### config.mk
export PLATFORM = sky130hd
export DESIGN_NAME = tafn_cell
export DESIGN_NICKNAME = d
export VERILOG_FILES = /design/src/rtl/core/tafn_pkg.sv /design/src/rtl/core/tafn_cell.sv
export SDC_FILE = /design/constraint.sdc
export NUM_CORES = 1
export LEC_CHECK = 0
export BUFFER_PORTS_ARGS = -buffer_cell sky130_fd_sc_hd__buf_2
export CORE_ASPECT_RATIO = 1.4
export CORE_UTILIZATION = 45
export DETAILED_ROUTE_END_ITERATION = 7
export GPL_TIMING_DRIVEN = 1
export PLACE_DENSITY = 0.66
export SYNTH_ARGS = -nofsm -noshare
export SYNTH_HDL_FRONTEND = slang
export SYNTH_SLANG_ARGS = --single-unit
### constraint.sdc
create_clock -name clk -period 13 [get_ports clk]
set_clock_uncertainty 0.1 [all_clocks]
set_input_delay 2.6 -clock clk [delete_from_list [all_inputs] [get_ports clk]]
set_output_delay 2.6 -clock clk [all_outputs]
set_load 0.05 [all_outputs]
### src/rtl/core/tafn_pkg.sv
`default_nettype none
package tafn_pkg;

	// Magnitude of a cleaned 16-bit component, and widths of its powers
	localparam int MAG_W = 16;
	localparam int SQ_W  = 32;
	localparam int NUM_W = 64;
	localparam int LANES = 5;

	// Lane order of the root searches
	localparam int LANE_SX = 0;
	localparam int LANE_SY = 1;
	localparam int LANE_TX = 2;
	localparam int LANE_TY = 3;
	localparam int LANE_TZ = 4;

	// Sign and special-case flags that ride along with an item
	typedef struct packed {
		logic nx_neg;
		logic ny_neg;
		logic ny_pos;
		logic nz_neg;
		logic nz_zero;
		logic h_zero;
	} side_t;

endpackage
`default_nettype wire

### src/rtl/core/tafn_cell.sv
`default_nettype none
// One result bit of one root search: try setting the bit, keep it when the
// residual N - (2q-1)^2 * den stays non-negative.
module tafn_cell #(
	parameter int FRAC_BITS = 14,
	parameter int BIT = 0,
	localparam int RW = tafn_pkg::NUM_W + 2 * FRAC_BITS + 6,
	localparam int QW = FRAC_BITS + 1
) (
	input  wire                        clk,
	input  wire                        en,
	input  wire  signed [RW-1:0]       r_in,
	input  wire  signed [RW-1:0]       p_in,
	input  wire  [tafn_pkg::NUM_W-1:0] d_in,
	input  wire  [QW-1:0]              q_in,
	input  wire                        full_in,
	output logic signed [RW-1:0]       r_out,
	output logic signed [RW-1:0]       p_out,
	output logic [tafn_pkg::NUM_W-1:0] d_out,
	output logic [QW-1:0]              q_out,
	output logic                       full_out
);
	import tafn_pkg::*;

	logic signed [RW-1:0] dw;
	logic signed [RW-1:0] r_c;
	logic                 take;

	assign dw   = {{(RW-NUM_W){1'b0}}, d_in};
	// p holds den*(2q-1); raising 2q-1 by 2^(BIT+1) costs p<<(BIT+2) + den<<(2BIT+2)
	assign r_c  = r_in - (p_in <<< (BIT + 2)) - (dw <<< (2 * BIT + 2));
	assign take = !full_in && !r_c[RW-1];

	always_ff @(posedge clk) begin
		if (en) begin
			r_out    <= take ? r_c : r_in;
			p_out    <= take ? p_in + (dw <<< (BIT + 1)) : p_in;
			d_out    <= d_in;
			q_out    <= take ? (q_in | (QW'(1) << BIT)) : q_in;
			full_out <= full_in | (take && (BIT == FRAC_BITS));
		end
	end
endmodule
`default_nettype wire

### Word level (Yosys, flattened, before mapping)

Index checks and enable logic that the tools add are counted.

| word-level totals | value |
|---|---|
| register bits | 276 |
| output and inout bits | 276 |

| cells by class | value |
|---|---|
| add/sub/neg operators | 3 |
| multiplexer cells | 2 |
| reduce and logical (&&, ||, !) cells | 3 |

Operators by type and width:

| kind | count |
|---|---|
| 98-bit two-way mux | 2 |
| 98-bit by 66-bit adder with 98-bit output | 1 |
| 98-bit by 67-bit subtractor with 98-bit output | 1 |
| 98-bit subtractor | 1 |
| 1-bit zero test | 2 |
| 1-bit logical AND | 1 |

### Depth between registers and ports, before layout

| logic depth | value |
|---|---|
| depth in word-level cells | 5 |
| mapped depth | 19 |

### Least setup slack after synthesis

OpenSTA, ideal clock, no wires.

| timing path | value |
|---|---|
| path type | input-to-reg |
| start point | input r_in[4] |
| end point | register p_out[97], data pin |
| data arrival time | 6.121 ns |
| required time | 12.642 ns |
| setup slack | 6.522 ns |
| stages on the path | 17 |
| path buffers | 2 |
| path through | inv_1 fa_1 inv_1 ha_1 o211ai_1 a211oi_1 or2_1 a21oi_1 nor4b_4 o2111ai_2 a2111oi_2 and3b_1 buf_6 a311oi_4 buf_2 nand4_1 xnor2_1 |

| between the ends | value |
|---|---|
| word-level cells in the longest chain between the ends | 5 |

RTL lines:

| item | line | text |
|---|---|---|
| from (decl) | tafn_cell.sv:12 | `input wire signed [RW-1:0] r_in,` |
| 98-bit subtractor | tafn_cell.sv:31 | `assign r_c = r_in - (p_in <<< (BIT + 2)) - (dw <<< (2 * BIT + 2));` |
| 98-bit by 67-bit subtractor with 98-bit output | tafn_cell.sv:31 |  |
| 1-bit zero test | tafn_cell.sv:32 | `assign take = !full_in && !r_c[RW-1];` |
| 1-bit logical AND | tafn_cell.sv:32 |  |
| 98-bit two-way mux | tafn_cell.sv:37 | `p_out <= take ? p_in + (dw <<< (BIT + 1)) : p_in;` |
| to (signal assigned) | tafn_cell.sv:37 |  |
| to (decl) | tafn_cell.sv:18 | `output logic signed [RW-1:0] p_out,` |

No other way between the ends.
A chain may end at the register's enable or synchronous reset.

### Worst setup path in the final report

| timing path | value |
|---|---|
| start point | input p_in[44] |
| end point | register p_out[93], data pin |

| between the ends | value |
|---|---|
| word-level cells in the longest chain between the ends | 5 |

RTL lines:

| item | line | text |
|---|---|---|
| from (decl) | tafn_cell.sv:13 | `input wire signed [RW-1:0] p_in,` |
| 98-bit subtractor | tafn_cell.sv:31 |  |
| 98-bit by 67-bit subtractor with 98-bit output | tafn_cell.sv:31 |  |
| 1-bit zero test | tafn_cell.sv:32 |  |
| 1-bit logical AND | tafn_cell.sv:32 |  |
| 98-bit two-way mux (*) | tafn_cell.sv:37 |  |

Mark *: on every way between the ends. The rest lies on a longest branch, timed or not.

==> impl_metrics.csv <==
group,metric,value,unit
timing,setup_ws,5590,ps
run_status,violations,"DRC",
place,place_hpwl,64400,um
yosys,yosysUniqueCellTypes,77,
clock_network,numCtsBuffers,30,
worst_setup_path,max_stage_delay,860,ps
timing,holdWs,2070,ps
finish,fillers,4717,
timing,setup_viol,0,
place,portBuffers,553,
clock_network,cts_hold_buffers,0,
yosys,synth_compound_area_share,19.7,%
grt,grt.total_usage,29.3,%
yosys,synth_top_area_share,35.9,%
timing,tightest_slew,1030,ps
routing,vias,21200,
routing,wl_per_cell,20.9,um
grt,antenna_found_initial,8,
yosys,ys_seq_area_share,35.9,%
power_and_ir_drop,sw_frac_of_total,45.1,%
yosys,synth.area.top_cells,"edfxtp_1 (36%), ha_1 (10%), fa_1 (5.6%)",
finish,area_delta_synth_final,18.1,%
floorplanning,ios,554,
clock_network,cts-root-buf,"clkbuf_16",
timing,fmax,135,MHz
worst_setup_path,path_common_cell,"nand4_1",
worst_setup_path,crit_chain,"buf_2, inv_1, fa_1, ha_1, nand4_1, nor3_1, and4_1, a21oi_1, o211ai_1, o2111ai_2, a2111oi_2, and3b_4, buf_4, a311oi_4, nand4_1, xnor2_1",
power_and_ir_drop,power_switching,1800,uW
power_and_ir_drop,p_leak,0.0123,uW
yosys,postSynthNetCount,3106,
yosys,ys.flop_type,"edfxtp_1",
finish,drive_gt1_share,21.2,%
clock_network,cts_tree,"done",
clock_network,htreeDepth,1,
yosys,muxShareOfSynthArea,0.725,%
yosys,synth_seq_cells,276,
floorplanning,coreArea,50400,um2
yosys,synth_edf_count,276,
yosys,synth_cells,2571,
run_status,outcome,"finished with violations",
grt,grt_pass1_wl,120000,um
floorplanning,die_h,270,um
finish,final_common_cell,"buf_2",
power_and_ir_drop,peakVddDrop,141,uV
worst_setup_path,cp_data_arrival_time,7660,ps
worst_setup_path,worstPathMaxFanout,76,
yosys,synth_top_family_by_area,"compound AO/OA/AOI/OAI gates",
timing,rsz0062_at_grt,"no",
timing,final-hold-violation-count,0,
clock_network,ctsLongestPathBuffers,3,
timing,tns,0,ps
power_and_ir_drop,p_per_area,146,nW/um2
grt,gr-total-overflow,0,
yosys,async_flop_share,0,%
routing,via_per_inst,5.68,
clock_network,postCtsSetupBuffers,0,
worst_setup_path,cp-end-kind,"flip-flop",
finish,final_cell_mix,"buf_2 (552), nand2_1 (310), inv_1 (290)",
power_and_ir_drop,seqPwrFrac,30.4,%
floorplanning,initial_core_util,45.9,%
place,pre_cts_slack,4970,ps
clock_network,cts_sinks,276,
yosys,ys_warn_count,0,
place,place_area,26300,um2
floorplanning,rows,97,
routing,routed_wl,78200,um
finish,final-seq-area,8290,um2
yosys,synthSimpleGateAreaFrac,14.1,%
power_and_ir_drop,clkPwrFrac,21.3,%
place,gp_congestion,0.990,
routing,drt_pass1_iterations,8,
timing,post-route-period-util,57.0,%
flow_run,drv_cap,0,
timing,slew_headroom,31.6,%
finish,finalNetCount,3596,
yosys,synth_xor_area_share,6.97,%
worst_setup_path,crit_path_top_delay_cell,"a311oi_4",
routing,drt_iter0_markers,1644,
power_and_ir_drop,power_frac_comb,48.4,%
timing,period_minus_slack,7410,ps
yosys,synth_fa_ha_area_share,16.0,%
timing,maxSlewViolCount,0,
routing,route.detailed.drc,40,
hold_path,hold_class,"input pin to flip-flop",
finish,finish.instance_area,27300,um2
power_and_ir_drop,p_int,2190,uW
floorplanning,die_w,194,um
worst_setup_path,cp.required,13250,ps
finish,multi_input_area,13300,um2
grt,grt_max_degree,107,
worst_setup_path,startpoint_type,"input pin",
clock_network,path_clk_slew,70,ps
floorplanning,dieArea,52300,um2
yosys,syn_area,23100,um2
clock_network,cts_resized,0,
routing,postRouteAntennaNets,0,
yosys,syn_avg_cell_area,8.99,um2
worst_setup_path,path_class,"input pin to flip-flop",
yosys,synth_top_area_cell,"edfxtp_1",
grt,first_global_vias,21400,
worst paths after layout:
| check | from | to | slack [ps] | cells past startpoint |
|---|---|---|---|---|
| setup / recovery | p_in[44] | p_out[93]$_DFFE_PP_ | 5590 | 16 |
| hold / removal | q_in[13] | q_out[13]$_DFFE_PP_ | 2070 | 1 |
metrics by stage:
| stage | power (uW) | utilization, % | std cells |
|---|---|---|---|
| floorplan | 2610 | - | 2571 |
| global placement | 3140 | 52.3 | 3672 |
| detailed placement | 3150 | 52.3 | 3672 |
| CTS | 4000 | 54.2 | 3728 |
| global route | 4190 | 54.2 | 3734 |
| finish | 3990 | 54.2 | 3734 |
critical path: cells and delay by family:
kind / cells / cell delay (ps)
AO/OA/AOI/OAI: 5 / 1670
AND/OR/NAND/NOR: 5 / 1590
adder cells (fa/ha/maj): 2 / 970
buffers and inverters: 3 / 610
XOR/XNOR: 1 / 180
synthesized netlist by cell type (all sizes together), types with 11 or more instances:
| cell type | n |
|---|---|
| and2 | 19 |
| o21bai | 46 |
| nand3 | 43 |
| o31ai | 14 |
| nor2b | 14 |
| o21a | 15 |
| fa | 65 |
| a21o | 70 |
| clkbuf | 82 |
| nor3 | 37 |
| nor2 | 108 |
| xor2 | 66 |
| buf | 21 |
| mux2 | 14 |
| nand2b | 19 |
| o211ai | 11 |
| a31oi | 22 |
| a211oi | 14 |
| and3 | 19 |
| ha | 192 |
| nand4 | 75 |
| inv | 290 |
| xnor2 | 118 |
| nor4 | 11 |
| nand2 | 311 |
| a21oi | 228 |
| o21ai | 261 |
| edfxtp | 276 |
power groups by stage:
| stage | logic (uW) | clock network [uW] | registers, uW |
|---|---|---|---|
| floorplan | 891 | 0 | 1720 |
| global placement | 1910 | 0 | 1230 |
| detailed placement | 1920 | 0 | 1230 |
| CTS | 1930 | 862 | 1210 |
| global route | 2080 | 897 | 1220 |
| finish | 1930 | 849 | 1210 |
kinds of logic after synthesis:
| family | after synthesis |
|---|---|
| AOI/OAI and AO/OA | 756 |
| and+or+nand+nor | 690 |
| buffers and inverters | 393 |
| DFF | 276 |
| adders and majority gates | 257 |
| xor gates and xnor gates | 184 |
| muxes | 15 |
state kept, by name, indices dropped and copies added (netlist names):
signal and flops:
q_out 15, p_out 98, d_out 64, r_out 98, full_out 1
per-layer routing:
| metal | part of all wire, % | track usage (%) | up-vias | routed length (um) |
|---|---|---|---|---|
| met5 | 0.020 | 0 | - | 16 |
| met4 | 4.4 | 12.8 | 2 | 3410 |
| met3 | 7.0 | 4.17 | 171 | 5490 |
| met2 | 52 | 54.5 | 897 | 40600 |
| met1 | 37 | 33.0 | 9995 | 28600 |
| li1 | - | - | 10100 | - |
final cells by class:
type	instances	area share (%)
Clock buffer	36	2.83
Clock inverter	20	0.628
Inverter	290	3.99
Sequential cell	276	30.4
Multi-Input combinational cell	1902	48.8
Antenna cell	6	0.0550
Timing Repair Buffer	561	10.4
Tap cell	643	2.95
No activity file was read; power rests on OpenSTA's default activity.
